## config.mk

```make
export PLATFORM = sky130hd
export DESIGN_NAME = proximity_privacy_state_machine_top
export DESIGN_NICKNAME = d
export VERILOG_FILES = /design/src/rtl/ppsm_pkg.sv /design/src/rtl/proximity_privacy_state_machine_top.sv /design/src/rtl/ppsm_cfg.sv /design/src/rtl/ppsm_core.sv
export SDC_FILE = /design/constraint.sdc
export NUM_CORES = 1
export LEC_CHECK = 0
export ABC_CLOCK_PERIOD_IN_PS = 12060
export BUFFER_PORTS_ARGS = -buffer_cell sky130_fd_sc_hd__buf_2
export CELL_PAD_IN_SITES_DETAIL_PLACEMENT = 1
export CELL_PAD_IN_SITES_GLOBAL_PLACEMENT = 1
export CORE_UTILIZATION = 48
export CTS_CLUSTER_SIZE = 25
export DETAILED_ROUTE_END_ITERATION = 10
export GPL_TIMING_DRIVEN = 0
export MAX_ROUTING_LAYER = met4
export PLACE_DENSITY_LB_ADDON = 0.05
export SYNTH_ARGS = -nofsm -noshare
export SYNTH_HDL_FRONTEND = slang
export SYNTH_SLANG_ARGS = --single-unit
```

## constraint.sdc

```tcl
create_clock -name clk -period 12.06 [get_ports clk]
set_input_delay 3.015 -clock clk [delete_from_list [all_inputs] [get_ports clk]]
set_output_delay 3.015 -clock clk [all_outputs]
set_load 0.1 [all_outputs]
```

## src/rtl/ppsm_pkg.sv

```systemverilog
`default_nettype none

package ppsm_pkg;

  // privacy levels
  localparam logic [2:0] LV_NORMAL   = 3'd0;
  localparam logic [2:0] LV_HUMAN    = 3'd1;
  localparam logic [2:0] LV_APPROACH = 3'd2;
  localparam logic [2:0] LV_SUSPECT  = 3'd3;
  localparam logic [2:0] LV_PROTECT  = 3'd4;
  localparam logic [2:0] LV_ALARM    = 3'd5;

  // command codes
  localparam logic [1:0] OP_RADAR   = 2'd0;
  localparam logic [1:0] OP_RESET   = 2'd1;
  localparam logic [1:0] OP_RELEASE = 2'd2;
  localparam logic [1:0] OP_FORCE   = 2'd3;

  // target kinds
  localparam logic [1:0] KIND_NONE   = 2'd0;
  localparam logic [1:0] KIND_MOVING = 2'd1;
  localparam logic [1:0] KIND_STATIC = 2'd2;
  localparam logic [1:0] KIND_BOTH   = 2'd3;

  // trend codes that matter
  localparam logic [2:0] TREND_APPROACH = 3'd1;
  localparam logic [2:0] TREND_LEAVING  = 3'd2;

  // configuration register indexes
  localparam logic [2:0] REG_NEAR_THR     = 3'd0;
  localparam logic [2:0] REG_SUSPECT_THR  = 3'd1;
  localparam logic [2:0] REG_PROTECT_THR  = 3'd2;
  localparam logic [2:0] REG_SUSPECT_HOLD = 3'd3;
  localparam logic [2:0] REG_PROTECT_HOLD = 3'd4;
  localparam logic [2:0] REG_DOWN_HOLD    = 3'd5;
  localparam logic [2:0] REG_PROTECT_MIN  = 3'd6;
  localparam logic [2:0] REG_CLEAR_HOLD   = 3'd7;

  // configuration reset values
  localparam logic [15:0] NEAR_THR_RST     = 16'd1500;
  localparam logic [15:0] SUSPECT_THR_RST  = 16'd900;
  localparam logic [15:0] PROTECT_THR_RST  = 16'd800;
  localparam logic [15:0] SUSPECT_HOLD_RST = 16'd2000;
  localparam logic [15:0] PROTECT_HOLD_RST = 16'd3500;
  localparam logic [15:0] DOWN_HOLD_RST    = 16'd2000;
  localparam logic [15:0] PROTECT_MIN_RST  = 16'd5000;
  localparam logic [15:0] CLEAR_HOLD_RST   = 16'd2000;

  typedef struct packed {
    logic [15:0] near_threshold_mm;
    logic [15:0] suspect_threshold_mm;
    logic [15:0] protect_threshold_mm;
    logic [15:0] suspect_dwell_ms;
    logic [15:0] protect_dwell_ms;
    logic [15:0] downgrade_dwell_ms;
    logic [15:0] protect_min_ms;
    logic [15:0] clear_hold_ms;
  } cfg_t;

  typedef struct packed {
    logic [1:0]  opcode;
    logic [31:0] now_ms;
    logic [1:0]  target_kind;
    logic [15:0] detect_cm;
    logic [15:0] moving_cm;
    logic [15:0] static_cm;
    logic [15:0] average_mm;
    logic        present_flag;
    logic [2:0]  trend_code;
    logic [2:0]  forced_level;
  } item_t;

  typedef struct packed {
    logic [2:0]  level;
    logic        level_changed;
    logic        release_ack;
    logic [31:0] level_hold_ms;
    logic [31:0] downgrade_elapsed_ms;
  } result_t;

  // cm to mm, saturating at the 16-bit ceiling
  function automatic logic [15:0] cm_to_mm(input logic [15:0] cm);
    logic [19:0] mm;
    mm = {1'b0, cm, 3'b000} + {3'b000, cm, 1'b0};
    return (mm[19:16] != 4'd0) ? 16'hFFFF : mm[15:0];
  endfunction

  // distance from the report fields, 0 when nothing applies
  function automatic logic [15:0] report_mm(input logic [1:0] kind, input logic [15:0] det,
                                            input logic [15:0] mov, input logic [15:0] sta);
    logic [15:0] pick;
    pick = 16'd0;
    if (det != 16'd0) begin
      pick = det;
    end else if (kind == KIND_MOVING && mov != 16'd0) begin
      pick = mov;
    end else if (kind == KIND_STATIC && sta != 16'd0) begin
      pick = sta;
    end else if (kind == KIND_BOTH) begin
      if (mov != 16'd0 && sta != 16'd0) begin
        pick = (mov < sta) ? mov : sta;
      end else if (mov != 16'd0) begin
        pick = mov;
      end else begin
        pick = sta;
      end
    end
    return cm_to_mm(pick);
  endfunction

endpackage

`default_nettype wire

```

## src/rtl/proximity_privacy_state_machine_top.sv

```systemverilog
`default_nettype none

// channel   | handshake              | payload
// ----------+------------------------+---------------------------------------------
// input     | in_valid / in_ready    | opcode, now_ms, target_kind, distances, flags
// result    | out_valid / out_ready  | level, level_changed, release_ack, hold times
// config    | cfg_we                 | cfg_index, cfg_data (16 bits)
//
// One item per cycle sustained while out_ready stays high; an item passes the input
// register, then the state update and result register in one pass, before its result
// is valid.
// Synchronous active-high reset returns config to defaults and the level to normal.
// A stalled result holds in the output register while the input register still
// takes one more item; further input waits until out_ready frees the pipeline.

module proximity_privacy_state_machine_top import ppsm_pkg::*; #(
  parameter int TIME_BITS = 32
) (
  input  wire logic        clk,
  input  wire logic        rst,
  input  wire logic        in_valid,
  output logic             in_ready,
  input  wire logic [1:0]  opcode,
  input  wire logic [31:0] now_ms,
  input  wire logic [1:0]  target_kind,
  input  wire logic [15:0] detect_cm,
  input  wire logic [15:0] moving_cm,
  input  wire logic [15:0] static_cm,
  input  wire logic [15:0] average_mm,
  input  wire logic        present_flag,
  input  wire logic [2:0]  trend_code,
  input  wire logic [2:0]  forced_level,
  output logic             out_valid,
  input  wire logic        out_ready,
  output logic [2:0]       level,
  output logic             level_changed,
  output logic             release_ack,
  output logic [31:0]      level_hold_ms,
  output logic [31:0]      downgrade_elapsed_ms,
  input  wire logic        cfg_we,
  input  wire logic [2:0]  cfg_index,
  input  wire logic [15:0] cfg_data
);

  cfg_t    cfg;
  item_t   s1_item;
  logic    s1_valid;
  logic    advance;
  result_t res;

  ppsm_cfg u_cfg (
    .clk       (clk),
    .rst       (rst),
    .cfg_we    (cfg_we),
    .cfg_index (cfg_index),
    .cfg_data  (cfg_data),
    .cfg       (cfg)
  );

  // item moves from the input register to the result register
  assign advance  = s1_valid && (!out_valid || out_ready);
  assign in_ready = !s1_valid || advance;

  // input register
  always_ff @(posedge clk) begin
    if (rst) begin
      s1_valid <= 1'b0;
    end else if (in_valid && in_ready) begin
      s1_valid <= 1'b1;
    end else if (advance) begin
      s1_valid <= 1'b0;
    end
  end

  always_ff @(posedge clk) begin
    if (in_valid && in_ready) begin
      s1_item.opcode       <= opcode;
      s1_item.now_ms       <= now_ms;
      s1_item.target_kind  <= target_kind;
      s1_item.detect_cm    <= detect_cm;
      s1_item.moving_cm    <= moving_cm;
      s1_item.static_cm    <= static_cm;
      s1_item.average_mm   <= average_mm;
      s1_item.present_flag <= present_flag;
      s1_item.trend_code   <= trend_code;
      s1_item.forced_level <= forced_level;
    end
  end

  ppsm_core #(
    .TIME_BITS (TIME_BITS)
  ) u_core (
    .clk  (clk),
    .rst  (rst),
    .fire (advance),
    .item (s1_item),
    .cfg  (cfg),
    .res  (res)
  );

  // result register
  always_ff @(posedge clk) begin
    if (rst) begin
      out_valid <= 1'b0;
    end else if (advance) begin
      out_valid <= 1'b1;
    end else if (out_ready) begin
      out_valid <= 1'b0;
    end
  end

  always_ff @(posedge clk) begin
    if (advance) begin
      level                <= res.level;
      level_changed        <= res.level_changed;
      release_ack          <= res.release_ack;
      level_hold_ms        <= res.level_hold_ms;
      downgrade_elapsed_ms <= res.downgrade_elapsed_ms;
    end
  end

  // release always lands in normal with a level change
  a_release_to_normal: assert property (@(posedge clk) disable iff (rst)
    out_valid && release_ack |-> level == LV_NORMAL && level_changed)
    else $error("release ack without return to normal");

  // a fresh level has zero hold time
  a_change_zero_hold: assert property (@(posedge clk) disable iff (rst)
    out_valid && level_changed |-> level_hold_ms == 32'd0)
    else $error("level change with nonzero hold time");

  // a held item in the input register is not dropped
  a_s1_holds: assert property (@(posedge clk) disable iff (rst)
    s1_valid && !advance |=> s1_valid)
    else $error("input register lost an item");

  // no result right after reset
  a_reset_empty: assert property (@(posedge clk)
    !rst && $past(rst) |-> !out_valid)
    else $error("result valid after reset");

endmodule

`default_nettype wire

```

## src/rtl/ppsm_cfg.sv

```systemverilog
`default_nettype none

module ppsm_cfg import ppsm_pkg::*; (
  input  wire logic        clk,
  input  wire logic        rst,
  input  wire logic        cfg_we,
  input  wire logic [2:0]  cfg_index,
  input  wire logic [15:0] cfg_data,
  output cfg_t             cfg
);

  // register file, one 16-bit register per index
  always_ff @(posedge clk) begin
    if (rst) begin
      cfg.near_threshold_mm    <= NEAR_THR_RST;
      cfg.suspect_threshold_mm <= SUSPECT_THR_RST;
      cfg.protect_threshold_mm <= PROTECT_THR_RST;
      cfg.suspect_dwell_ms     <= SUSPECT_HOLD_RST;
      cfg.protect_dwell_ms     <= PROTECT_HOLD_RST;
      cfg.downgrade_dwell_ms   <= DOWN_HOLD_RST;
      cfg.protect_min_ms       <= PROTECT_MIN_RST;
      cfg.clear_hold_ms        <= CLEAR_HOLD_RST;
    end else if (cfg_we) begin
      case (cfg_index)
        REG_NEAR_THR:     cfg.near_threshold_mm    <= cfg_data;
        REG_SUSPECT_THR:  cfg.suspect_threshold_mm <= cfg_data;
        REG_PROTECT_THR:  cfg.protect_threshold_mm <= cfg_data;
        REG_SUSPECT_HOLD: cfg.suspect_dwell_ms     <= cfg_data;
        REG_PROTECT_HOLD: cfg.protect_dwell_ms     <= cfg_data;
        REG_DOWN_HOLD:    cfg.downgrade_dwell_ms   <= cfg_data;
        REG_PROTECT_MIN:  cfg.protect_min_ms       <= cfg_data;
        REG_CLEAR_HOLD:   cfg.clear_hold_ms        <= cfg_data;
        default: ;
      endcase
    end
  end

endmodule

`default_nettype wire

```

## src/rtl/ppsm_core.sv

```systemverilog
`default_nettype none

module ppsm_core import ppsm_pkg::*; #(
  parameter int TIME_BITS = 32
) (
  input  wire logic  clk,
  input  wire logic  rst,
  input  wire logic  fire,
  input  wire item_t item,
  input  wire cfg_t  cfg,
  output result_t    res
);

  // stored state
  logic [2:0]           level_reg;
  logic [TIME_BITS-1:0] entry_time, absent_since, suspect_since, downgrade_since;
  logic                 entry_valid, absent_valid, suspect_valid, downgrade_valid;

  // working copies for this item
  logic [2:0]           lv;
  logic                 ent_v, abs_v, sus_v, dg_v;
  logic                 ent_fresh, abs_fresh, sus_fresh, dg_fresh;
  logic                 ack, locked, absent, is_near, s_near, p_near;
  logic [15:0]          range_mm;
  logic [2:0]           forced;
  logic [TIME_BITS-1:0] now_t, ent_el_old, abs_el_old, sus_el_old, dg_el_old;
  logic [TIME_BITS-1:0] ent_el, abs_el, sus_el, dg_el;

  assign now_t      = TIME_BITS'(item.now_ms);
  assign ent_el_old = now_t - entry_time;
  assign abs_el_old = now_t - absent_since;
  assign sus_el_old = now_t - suspect_since;
  assign dg_el_old  = now_t - downgrade_since;

  // one step of the state machine, in the order the rules apply
  always_comb begin
    lv        = level_reg;
    ent_v     = entry_valid;
    abs_v     = absent_valid;
    sus_v     = suspect_valid;
    dg_v      = downgrade_valid;
    ent_fresh = 1'b0;
    abs_fresh = 1'b0;
    sus_fresh = 1'b0;
    dg_fresh  = 1'b0;
    ack       = 1'b0;
    abs_el    = '0;
    sus_el    = '0;
    dg_el     = '0;
    forced    = (item.forced_level > LV_ALARM) ? LV_ALARM : item.forced_level;
    absent    = !item.present_flag || item.target_kind == KIND_NONE;
    range_mm  = (item.average_mm != 16'd0) ? item.average_mm :
                report_mm(item.target_kind, item.detect_cm, item.moving_cm, item.static_cm);
    is_near   = range_mm != 16'd0 && range_mm <= cfg.near_threshold_mm;
    s_near    = range_mm != 16'd0 && range_mm <= cfg.suspect_threshold_mm;
    p_near    = range_mm != 16'd0 && range_mm <= cfg.protect_threshold_mm;
    locked    = level_reg == LV_PROTECT && entry_valid &&
                ent_el_old < TIME_BITS'(cfg.protect_min_ms);

    case (item.opcode)
      OP_RADAR: begin
        if (absent) begin
          // absence timing, back to normal once it has lasted
          if (!abs_v) begin
            abs_v = 1'b1;
            abs_fresh = 1'b1;
          end
          abs_el = abs_fresh ? '0 : abs_el_old;
          if (abs_el >= TIME_BITS'(cfg.clear_hold_ms)) begin
            if (lv != LV_NORMAL) begin
              lv = LV_NORMAL; ent_v = 1'b1; ent_fresh = 1'b1;
            end
            sus_v = 1'b0;
            dg_v  = 1'b0;
          end
        end else begin
          abs_v = 1'b0;
          if (!is_near) begin
            // far target: normal rises to human, higher levels step down to human after the hold
            sus_v = 1'b0;
            if (lv <= LV_HUMAN) begin
              if (lv != LV_HUMAN) begin
                lv = LV_HUMAN; ent_v = 1'b1; ent_fresh = 1'b1; dg_v = 1'b0;
              end
            end else if (!locked) begin
              if (!dg_v) begin
                dg_v = 1'b1; dg_fresh = 1'b1;
              end
              dg_el = dg_fresh ? '0 : dg_el_old;
              if (dg_el >= TIME_BITS'(cfg.downgrade_dwell_ms)) begin
                lv = LV_HUMAN; ent_v = 1'b1; ent_fresh = 1'b1; dg_v = 1'b0;
              end
            end
          end else begin
            // near target
            if (lv == LV_NORMAL) begin
              lv = LV_HUMAN; ent_v = 1'b1; ent_fresh = 1'b1; dg_v = 1'b0;
            end
            if (lv < LV_SUSPECT) begin
              dg_v = 1'b0;
            end
            if (item.trend_code == TREND_APPROACH && lv < LV_APPROACH) begin
              lv = LV_APPROACH; ent_v = 1'b1; ent_fresh = 1'b1; dg_v = 1'b0;
            end

            if (s_near) begin
              dg_v = 1'b0;
              if (!sus_v) begin
                sus_v = 1'b1; sus_fresh = 1'b1;
              end
              sus_el = sus_fresh ? '0 : sus_el_old;
              if (sus_el >= TIME_BITS'(cfg.suspect_dwell_ms) && lv < LV_SUSPECT) begin
                lv = LV_SUSPECT; ent_v = 1'b1; ent_fresh = 1'b1; dg_v = 1'b0;
              end
            end else begin
              sus_v = 1'b0;
              if (lv >= LV_SUSPECT && !locked) begin
                if (!dg_v) begin
                  dg_v = 1'b1; dg_fresh = 1'b1;
                end
                dg_el = dg_fresh ? '0 : dg_el_old;
                if (dg_el >= TIME_BITS'(cfg.downgrade_dwell_ms) && lv != LV_APPROACH) begin
                  lv = LV_APPROACH; ent_v = 1'b1; ent_fresh = 1'b1; dg_v = 1'b0;
                end
              end
            end

            // protect entry
            if (p_near && sus_v && sus_el >= TIME_BITS'(cfg.protect_dwell_ms) &&
                lv != LV_PROTECT) begin
              lv = LV_PROTECT; ent_v = 1'b1; ent_fresh = 1'b1; dg_v = 1'b0;
            end

            // leaving trend steps down to human
            if (item.trend_code == TREND_LEAVING && !s_near && lv >= LV_APPROACH &&
                !locked) begin
              if (!dg_v) begin
                dg_v = 1'b1; dg_fresh = 1'b1;
              end
              dg_el = dg_fresh ? '0 : dg_el_old;
              if (dg_el >= TIME_BITS'(cfg.downgrade_dwell_ms)) begin
                lv = LV_HUMAN; ent_v = 1'b1; ent_fresh = 1'b1; dg_v = 1'b0;
              end
            end
          end
        end
      end
      OP_RESET: begin
        if (lv != LV_NORMAL) begin
          lv = LV_NORMAL; ent_v = 1'b1; ent_fresh = 1'b1;
        end
        abs_v = 1'b0; sus_v = 1'b0; dg_v = 1'b0;
      end
      OP_RELEASE: begin
        if (lv == LV_PROTECT || lv == LV_ALARM) begin
          lv = LV_NORMAL; ent_v = 1'b1; ent_fresh = 1'b1;
          abs_v = 1'b0; sus_v = 1'b0; dg_v = 1'b0;
          ack = 1'b1;
        end
      end
      OP_FORCE: begin
        if (lv != forced) begin
          lv = forced; ent_v = 1'b1; ent_fresh = 1'b1;
        end
        abs_v = 1'b0; sus_v = 1'b0; dg_v = 1'b0;
      end
      default: ;
    endcase

    ent_el = ent_fresh ? '0 : ent_el_old;
    dg_el  = dg_fresh ? '0 : dg_el_old;

    res.level                = lv;
    res.level_changed        = lv != level_reg;
    res.release_ack          = ack;
    res.level_hold_ms        = ent_v ? 32'(ent_el) : 32'd0;
    res.downgrade_elapsed_ms = dg_v ? 32'(dg_el) : 32'd0;
  end

  // state update on each transfer out of the input register
  always_ff @(posedge clk) begin
    if (rst) begin
      level_reg       <= LV_NORMAL;
      entry_valid     <= 1'b0;
      absent_valid    <= 1'b0;
      suspect_valid   <= 1'b0;
      downgrade_valid <= 1'b0;
    end else if (fire) begin
      level_reg       <= lv;
      entry_valid     <= ent_v;
      absent_valid    <= abs_v;
      suspect_valid   <= sus_v;
      downgrade_valid <= dg_v;
    end
  end

  // timestamps, loaded with the current time when a timer restarts
  always_ff @(posedge clk) begin
    if (fire) begin
      if (ent_fresh) entry_time      <= now_t;
      if (abs_fresh) absent_since    <= now_t;
      if (sus_fresh) suspect_since   <= now_t;
      if (dg_fresh)  downgrade_since <= now_t;
    end
  end

endmodule

`default_nettype wire

```

Yosys cells after proc, flatten, opt, wreduce, memory -nomap -nowiden
Cells that the tools add are included.
W data, S select, Z words.
- register bits after elaboration: 441
- bits of input ports: 131
- add/subtract/negate cells: 5
- $lt $le $gt $ge: 18
- equal/unequal tests: 24
- mux-type cells: 169
- bitwise operators: 2
- reduce and logical (&&, ||, !) cells: 59
- operators by type and width (cell ; number):
    $mux W32 ; 9
    $ge A32 B16 Y1 ; 6
    $mux W16 ; 9
    $sub A32 B32 Y32 ; 4
    $mux W1 ; 113
    $mux W3 ; 32
    $reduce_bool A16 Y1 ; 5
    $le A16 B16 Y1 ; 3
    $lt A32 B16 Y1 ; 1
    $reduce_and A2 Y1 ; 13
    $add A19 B17 Y20 ; 1
    $logic_and A1 B1 Y1 ; 20
    $eq A3 B3 Y1 const B ; 6
    $lt A16 B16 Y1 ; 1
    $pmux W3 S4 ; 1
    $eq A3 B2 Y1 const B ; 3
    $lt A3 B2 Y1 const B ; 3
    $pmux W1 S3 ; 3
    $eq A2 B2 Y1 const B ; 4
    $pmux W1 S4 ; 2
    $eq A3 B1 Y1 const B ; 2
    $ge A3 B2 Y1 const B ; 2
    $logic_not A3 Y1 ; 2
    $ne A3 B3 Y1 ; 2
    other kinds (16) ; 30

Longest topological paths before layout
Gate-level depths: netlist of the first run.
- depth after elaboration: 60
- gate-level depth with buffers: 53
- gate-level depth less buffers: 48

Hierarchy
Synthesis of the first run repeated with hierarchy kept, for this count alone.
- cell total of the unflattened synthesis: 3232
- area total of the unflattened synthesis: 30759.5 µm²
- by module, submodules not included (module ; times used ; cells an instance ; area each (µm²)):
    ppsm_core ; 1 ; 2585 ; 20388.3
    proximity_privacy_state_machine_top ; 1 ; 186 ; 5388.9
    ppsm_cfg ; 1 ; 461 ; 4982.3

Worst setup path before layout of the first run
OpenSTA, ideal clock, no wires.
- path type: register -> register
- start: register s1_item[24] (netlist name)
- end: register u_core.suspect_since[0], enable pin
- setup time: 0.501 ns
- arrival: 10.025 ns
- setup slack: 1.534 ns
- stages on the path, launching flop included: 33
- path buffers: 3
- cells stage by stage: edfxtp_1 inv_1 ha_1 a2111o_1 a31o_1 or3_1 buf_2 o21ai_0 o21ai_0 and2_1 clkbuf_1 a22oi_1 o21bai_1 ha_1 fa_1 a21o_1 a221oi_1 a21oi_1 o41a_1 and3b_1 mux2_2 nand3_1 clkbuf_1 o21ai_0 nand2b_1 ha_1 a21o_1 a21o_1 a21oi_1 o21ai_0 o31ai_1 nand2_1 nor4_1
- word-level cells in the longest chain between the ends: 18
- elaborated cells on any way between the ends: 25
- those cells by class: add/sub (1); order compare (3); mux (13); reduce/logical (8)
- RTL lines (item ; line ; text):
    start: declaration ; proximity_privacy_state_machine_top.sv:46 ; item_t s1_item;
    $lt A16 B16 Y1 or $reduce_bool A16 Y1 (tied branches) ; ppsm_pkg.sv:101, ppsm_pkg.sv:97, ppsm_pkg.sv:100 ;
    $mux W16 or $logic_and A1 B1 Y1 (tied branches) ; ppsm_pkg.sv:101, ppsm_pkg.sv:100 ;
    $mux W16 ; ppsm_pkg.sv:100 ; if (mov != 16'd0 && sta != 16'd0) begin
    $mux W16 ; ppsm_pkg.sv:99 ; end else if (kind == KIND_BOTH) begin
    $mux W16 * ; ppsm_pkg.sv:97 ; end else if (kind == KIND_STATIC && sta != 16'd0) begin
    $mux W16 * ; ppsm_pkg.sv:95 ; end else if (kind == KIND_MOVING && mov != 16'd0) begin
    $mux W16 * ; ppsm_pkg.sv:93 ; if (det != 16'd0) begin
    $add A19 B17 Y20 * ; ppsm_pkg.sv:84 ; mm = {1'b0, cm, 3'b000} + {3'b000, cm, 1'b0};
    (+2 left out) ; n/a ;
    $mux W16 * ; ppsm_core.sv:52 ; range_mm = (item.average_mm != 16'd0) ? item.average_mm :
    $le A16 B16 Y1 or $reduce_bool A16 Y1 (tied branches) ; ppsm_core.sv:55, ppsm_core.sv:54 ;
    $logic_and A1 B1 Y1 ; ppsm_core.sv:55 ; s_near = range_mm != 16'd0 && range_mm <= cfg.suspect_threshold_mm;
    $mux W1 ; ppsm_core.sv:106 ; if (s_near) begin
    $mux W1 * ; ppsm_core.sv:78 ; if (!is_near) begin
    $mux W1 * ; ppsm_core.sv:62 ; if (absent) begin
    $mux W1 * ; ppsm_core.sv:60 ; case (item.opcode)
    $reduce_and A2 Y1 (no line) * ; n/a ;
    end signal: assignment ; ppsm_core.sv:202 ; if (sus_fresh) suspect_since <= now_t;
    end: declaration ; ppsm_core.sv:16 ; logic [TIME_BITS-1:0] entry_time, absent_since, suspect_since, downgrade_since;
Mark *: on every way between the ends. The rest lies on a longest branch, timed or not.
A chain may end at the register's enable or synchronous reset.

Worst setup path after layout of the first run
- start: register s1_item[34] (netlist name)
- end: register level_hold_ms[10] (data pin)
- word-level cells in the longest chain between the ends: 38
- elaborated cells on any way between the ends: 77
- those cells by class: add/sub (1); order compare (7); eq/ne (1); mux (51); bitwise (1); reduce/logical (16)
- RTL lines (item ; line ; text):
    $lt A16 B16 Y1 or $reduce_bool A16 Y1 (tied branches) ; ppsm_pkg.sv:101, ppsm_pkg.sv:97, ppsm_pkg.sv:100 ;
    $mux W16 or $logic_and A1 B1 Y1 (tied branches) ; ppsm_pkg.sv:101, ppsm_pkg.sv:100 ;
    $mux W16 ; ppsm_pkg.sv:100 ;
    $mux W16 ; ppsm_pkg.sv:99 ;
    $mux W16 * ; ppsm_pkg.sv:97 ;
    $mux W16 * ; ppsm_pkg.sv:95 ;
    $mux W16 * ; ppsm_pkg.sv:93 ;
    $add A19 B17 Y20 * ; ppsm_pkg.sv:84 ;
    (+22 left out) ; n/a ;
    $ge A32 B16 Y1 ; ppsm_core.sv:141 ; if (dg_el >= TIME_BITS'(cfg.downgrade_dwell_ms)) begin
    $mux W1 ; ppsm_core.sv:141 ;
    $mux W1 ; ppsm_core.sv:135 ; if (item.trend_code == TREND_LEAVING && !s_near && lv >= LV_APPROACH &&
    $mux W1 ; ppsm_core.sv:78 ;
    $mux W1 ; ppsm_core.sv:62 ;
    $pmux W1 S4 ; ppsm_core.sv:60 ;
    $not A1 Y1 (no line) ; n/a ;
    $reduce_or A2 Y1 (no line) * ; n/a ;
    end signal: assignment ; proximity_privacy_state_machine_top.sv:117 ; level_hold_ms <= res.level_hold_ms;
    end: declaration ; proximity_privacy_state_machine_top.sv:38 ; output logic [31:0] level_hold_ms,
Mark *: on every way between the ends. The rest lies on a longest branch, timed or not. The select of a mux whose other input is x is not followed.

==> metrics.md, run 1 <==
| Metric | Value |
|---|---|
| Commonest non-fill, non-tap cell in the layout | `nand2_1` |
| Grt peak-use layer | `met2` |
| Mux share of post-synthesis cell area | `0.525%` |
| Row count | `90` |
| Die Height | `249 um` |
| Syn_nets | `3,679` |
| Post-synth EDFFs | `304` |
| Hold depth | `2` |
| Crit Path Category | `flop to flop` |
| Initial antenna violation count | `0` |
| Largest register by flop count | `u_cfg.cfg` |
| Largest register FFs | `128` |
| Largest regs | `u_cfg.cfg: 128 flops, s1_item: 107 flops` |
| Async SR Flop Fraction | `0%` |
| Final setup violation count | `0` |
| Logic pwr share | `19.1%` |
| # DRC | `0` |
| Startpoint type of the worst setup path | `flop` |
| WL per Instance | `22.9 um` |
| Pleak | `0.0140 uW` |
| GRT Total Usage | `32.0%` |
| RR Endpoint | `level_hold_ms[10]` |
| Filler cells | `6,983` |
| Ratio of final minimum period to clock period | `95.6%` |
| Pwr Total | `4110 uW` |
| Share of cells above drive strength 1 | `10.5%` |
| CTS Buffer Depth | `3` |
| CTS sink cnt | `441` |
| Max VDD drop | `138 uV` |
| Number of I/O pins | `202` |
| Sw power | `1250 uW` |
| XOR/XNOR Fraction of Synth Area | `2.99%` |
| CTS hold repair buffers | `0` |
| Min-Delay Endpoint | `u_cfg.cfg[44]` |
| Worst-Skew Late Latency | `0.62 ns` |
| Synth Area in Adders | `13.6%` |
| Min-delay src | `u_cfg.cfg[44]` |
| Most frequent cells in the layout | `nand2_1, ha_1, inv_1` |
| Area Growth Syn to Fin | `13.4%` |
| Clock transition at path regs | `0.06 ns` |
| Clock power frac | `38.7%` |
| CP max stage cell | `fa_1` |
| Fin Setup TNS | `0 ns` |
| Simple-gate share of the synthesized area | `17.2%` |
| Reg2Reg Setup Slack | `0.53 ns` |
| Worst hold margin | `0.458 ns` |
| Largest family of logic cells by synthesized area | `compound AO/OA/AOI/OAI gates` |
| Post-synthesis sequential area ratio | `40.5%` |
| First-pass GRT wire length | `151 mm` |
| Synth cell types | `92` |
| CTS root buffer | `clkbuf_16` |
| Post-route ant nets | `0` |
| IO Port Bufs | `181` |
| Pwr dens | `124 mW/mm^2` |
| Synth Area per Inst | `9.08 um^2` |
| Starting Density | `48.6%` |
| Relative slew slack | `8.52%` |
| Post-route minimum period | `11.53 ns` |
| H-Tree Depth | `2` |
| Max_cap viols | `0` |
| Critical Path AT | `11.94 ns` |
| Met3 usage | `3.34%` |
| Worst r2r src | `s1_item[34]` |
| Drt pass-1 iters | `5` |
| Met2 GRT Util | `52.4%` |
| Slowest stage delay, CP | `0.41 ns` |
| Synth Warn # | `0` |
| Die Span X | `249 um` |
| Fin. max-slew vios | `0` |
| CTS tree | `built` |
| CTS Buf Count | `51` |
| Outcome | `complete, no violations` |
| Fmax | `86.7 MHz` |
| Initial DRC count | `1,419` |
| CP top delay family | `compound AO/OA/AOI/OAI gates` |
| Via count | `26.1k` |
| Slew @ Worst Pin | `1.34 ns` |
| Vias in the first global route | `27.2k` |
| CP max FO | `10` |
| Dpl ws | `-1.08 ns` |
| Number of synthesized register bits | `441` |
| GPL Wtd Cong | `0.963` |
| Seq pwr share | `42.2%` |
| Die footprint | `0.0621 mm^2` |
| Via density | `6.07` |
| Nets | `3,927` |
| RSZ-0062 raised after global routing | `no` |
| Diode count | `0` |
| Compound-gate portion of the synthesized area | `19.6%` |
| Grt ovf | `0` |
| Worst min path class | `flop to flop` |
| Clock Skews | `0.0351 ns` |
| Final hold vios | `0` |
| Synth Cell Area | `0.0293 mm^2` |
| Worst Setup End Kind | `flop` |
| Pint | `2870 uW` |
| Worst Setup Slack, final | `0.526 ns` |
| Buf/Inv on CP | `5` |
| Pin count of the biggest net entering global routing | `74` |
| Area of the core | `0.0604 mm^2` |
| Worst-case reg-to-reg path depth | `49` |
| Post-detail-place hpwl | `78.5 mm` |
| CP most frequent cell | `o21ai_0` |
| Synth Instances | `3,231` |
| WP data required | `12.47 ns` |
| Synth Flop Type | `edfxtp_1` |
| GR Util met1 | `41.2%` |
| Sw frac | `30.3%` |
| Final wirelength | `98.4 mm` |
==> tightest hold or removal path, cell delays in order (launching register included) <==
cell	delay (ns)
dfxtp_1	0.31
nand2_1	0.05
a21oi_1	0.05
==> layout make-up <==
cell class | count | area, um^2 | area share (%)
Tap cell | 782 | 978 | 2.94
Timing Repair Buffer | 195 | 1040 | 3.14
Buffer | 109 | 464 | 1.40
Clock inverter | 23 | 203 | 0.609
Inverter | 313 | 1180 | 3.54
Sequential cell | 441 | 11900 | 35.7
Multi-Input combinational cell | 2368 | 16000 | 48.1
Clock buffer | 71 | 1540 | 4.63
==> stage by stage <==
step | cells | util [%] | instance area, um^2
after detailed placement | 4204 | 51.9 | 31300
after global placement | 4194 | 51.7 | 31200
after CTS | 4299 | 54.9 | 33100
after floorplan | 3231 | - | 29300
after global routing | 4302 | 55.1 | 33300
final | 4302 | 55.1 | 33300
==> power by group through the flow <==
stage          clock network [uW]  registers [uW]  logic (uW)
6_report                     1590            1740         786
5_1_grt                      1660            1740         849
4_1_cts                      1620            1740         769
3_5_place_dp                    0            1770         760
3_3_place_gp                    0            1770         727
2_1_floorplan                   0            1830         448
==> routing by layer <==
metal | vias to the layer above | part of all wire (%)
met4 | 0 | 3.3
met5 | - | 0
met2 | 731 | 47
li1 | 12200 | -
met1 | 13000 | 45
met3 | 198 | 5.0
==> cells by family (layout without fill, tap and decap cells) <==
group | Yosys count | in the layout
buffers and inverters | 423 | 711
adders and majority gates | 317 | 317
xor gates and xnor gates | 100 | 100
muxes | 15 | 15
and+or+nand+nor | 1051 | 1051
DFF | 441 | 441
AOI/OAI and AO/OA | 884 | 885
==> repair_timing <==
| item | CTS | global route |
|---|---|---|
| resized for setup | 12 | 34 |
| pin swaps | 0 | 5 |
| setup endpoints to repair | 107 | 132 |
| gates cloned | 0 | 1 |
| buffers inserted | 1 | 3 |
==> how the worst max path moves through the flow <==
stage,startpoint,end,slack (ns),cells after the start
global placement,s1_item[24],u_core.suspect_since[25],-2.26,32
global route,s1_item[34],level_hold_ms[10],0.04,51
CTS,s1_item[34],level_hold_ms[7],0.05,52
finish,s1_item[34],level_hold_ms[10],0.53,49
detailed placement,s1_item[24],u_core.entry_time[31],-1.08,49
floorplan,s1_item[24],u_core.suspect_since[0],1.53,32
==> Yosys cell counts (8+ instances only) <==
master,count,area [um^2]
xor2_1,44,385
a22oi_1,13,97.6
a31oi_1,34,213
nand2_1,372,1400
or3_1,23,144
o21bai_1,34,255
and2_1,38,238
clkbuf_2,15,75.1
a211o_1,14,123
a2111oi_0,10,87.6
o31ai_1,10,75.1
or2_2,13,81.3
o21ai_0,146,731
nor3_1,58,290
ha_1,312,3900
nor2_1,243,912
clkbuf_1,82,308
a221oi_1,8,70.1
edfxtp_1,304,9130
nand2b_1,57,357
and3_1,34,213
nand4_1,57,357
and4_1,13,114
buf_2,8,40.0
a21oi_1,272,1360
a21o_1,88,661
xnor2_1,56,490
nor2b_1,25,156
nor4_1,26,163
nand3_1,54,270
inv_1,312,1170
o211ai_1,72,541
a211oi_1,44,330
o21a_1,36,270
a21boi_0,11,82.6
mux2i_1,12,120
dfxtp_1,137,2740
Note: power is estimated with default switching activity, not from simulation.
==> run 2: changes to the inputs <==
CELL_PAD_IN_SITES_DETAIL_PLACEMENT = not set   (was 1)
CELL_PAD_IN_SITES_GLOBAL_PLACEMENT = not set   (was 1)
CORE_UTILIZATION = 50   (was 48)
==> metrics.md, run 2 (synthesized netlist as in run 1, its figures left out) <==
| Metric | Value |
|---|---|
| Multi-input logic area | `0.0160 mm^2` |
| Fmax | `87.1 MHz` |
| Outcome | `complete, no violations` |
| Worst-Skew Late Latency | `0.61 ns` |
| CTS Buf Count | `49` |
| Dpl ws | `-0.933 ns` |
| Worst Setup Slack, final | `0.579 ns` |
| Pin count of the biggest net entering global routing | `72` |
| Most frequent cells in the layout | `nand2_1, ha_1, inv_1` |
| Pwr dens | `121 mW/mm^2` |
| Die Height | `244 um` |
| First-pass GRT wire length | `134 mm` |
| Die Span X | `244 um` |
| Final wirelength | `88.2 mm` |
| Filler cells | `5,153` |
| CTS root buffer | `clkbuf_16` |
| Worst min path class | `flop to flop` |
| Largest regs | `u_cfg.cfg: 128 flops, s1_item: 107 flops` |
| H-Tree Depth | `2` |
| Slew @ Worst Pin | `1.37 ns` |
| Final setup violation count | `0` |
| Pwr Total | `4020 uW` |
| Via count | `25.3k` |
| GRT Total Usage | `29.9%` |
| Startpoint type of the worst setup path | `flop` |
| Share of cells above drive strength 1 | `10.3%` |
| Slowest stage delay, CP | `0.44 ns` |
| Via density | `5.90` |
| Grt ovf | `0` |
| Core Util, Final | `57.3%` |
| IO Port Bufs | `181` |
| Post-route ant nets | `0` |
| CTS sink cnt | `441` |
| Fin. max-slew vios | `0` |
| Max_cap viols | `0` |
| Crit Path Category | `flop to flop` |
| Sequential cell area | `0.0119 mm^2` |
| Drt pass-1 iters | `6` |
| Initial DRC count | `1,834` |
| Clock transition at path regs | `0.06 ns` |
| Clock Skews | `0.0380 ns` |
| CTS tree | `built` |
| Row count | `88` |
| Post-route minimum period | `11.48 ns` |
| CTS Buffer Depth | `3` |
| # DRC | `0` |
| Starting Density | `50.7%` |
| Number of I/O pins | `202` |
| CP max FO | `11` |
| Largest register by flop count | `u_cfg.cfg` |
| Max VDD drop | `124 uV` |
| Nets | `3,923` |
| Worst Setup End Kind | `flop` |
| CP max stage cell | `edfxtp_1` |
| Final hold vios | `0` |
| Pleak | `0.0140 uW` |
| CTS hold repair buffers | `0` |
| Ratio of final minimum period to clock period | `95.2%` |
| Vias in the first global route | `24.1k` |
| Fin Setup TNS | `0 ns` |
| Critical Path AT | `11.86 ns` |
| Relative slew slack | `8.14%` |
| Post-detail-place hpwl | `70.3 mm` |
| Area Growth Syn to Fin | `12.9%` |
| GPL Wtd Cong | `0.972` |
| WL per Instance | `20.6 um` |
| Commonest non-fill, non-tap cell in the layout | `nand2_1` |
| WP data required | `12.44 ns` |
| Area of the core | `0.0578 mm^2` |
| Initial antenna violation count | `0` |
| Die footprint | `0.0596 mm^2` |
| Largest register FFs | `128` |
[run 2: cell count changes in the layout (fill, tap and decap cells not counted), moves of 2 or more]
cell,change
clkbuf_16,-7
nor2_2,-4
clkbuf_8,-5
clkinv_4,+4
bufinv_16,+3
nor2_1,+4
clkinv_2,+4
buf_6,-3
buf_4,+2
clkinvlp_4,-5
a21oi_2,-2
[run 2: stage by stage]
stage | hold slack (ns) | area [um^2] | std cells
finish | 0.457 | 33100 | 4281
global route | 0.474 | 33100 | 4280
CTS | 0.457 | 33000 | 4278
detailed placement | 0.448 | 31300 | 4185
global placement | 0.444 | 31200 | 4177
floorplan | 0.434 | 29300 | 3231
[run 2: cell type report]
type	instances	share of cell area, %
Clock inverter	32	1.01
Antenna cell	1	0.00756
Inverter	313	3.55
Clock buffer	59	3.91
Sequential cell	441	35.8
Timing Repair Buffer	194	3.15
Multi-Input combinational cell	2368	48.3
Tap cell	765	2.89
Buffer	108	1.37
[run 2: layer usage]
layer	part of all wire, %	track usage (%)	vias to the layer above
met5	0	-	-
met4	3.4	10.3	0
met3	6.5	3.61	162
met2	45	47.2	819
met1	45	39.6	12100
li1	-	-	12200
[run 2: repair_timing]
action                                  4_1_cts  5_1_grt
endpoints found under the setup margin      126      130
gates cloned                                  0        1
pin swaps                                     1        4
hold endpoints to repair                      0        0
gates resized for setup                      12       24
setup buffers                                 2        3
[run 2: power by group]
part	internal (uW)	total (uW)	leakage (uW)	switching (uW)
sequential	1680	1730	0.00399	49.7
clock	880	1530	0.000790	646
combinational	247	764	0.00922	517
[run 2: critical path, delay by kind of cell (launching register included)]
family / cells / cell delay [ns]
multiplexers: 1 / 0.22
AND/OR/NAND/NOR: 10 / 2.11
adder cells (fa/ha/maj): 5 / 1.56
flip-flops: 1 / 0.44
AO/OA/AOI/OAI: 27 / 5.83
buffers and inverters: 6 / 1.05
[run 2: worst paths after layout]
check                     start                 to  slack, ns  cells past startpoint
setup reg to reg    s1_item[24]  level_hold_ms[10]       0.58                     49
hold / removal    u_cfg.cfg[14]      u_cfg.cfg[14]       0.46                      2
setup / recovery    s1_item[24]  level_hold_ms[10]       0.58                     49
hold reg to reg   u_cfg.cfg[14]      u_cfg.cfg[14]       0.46                      2
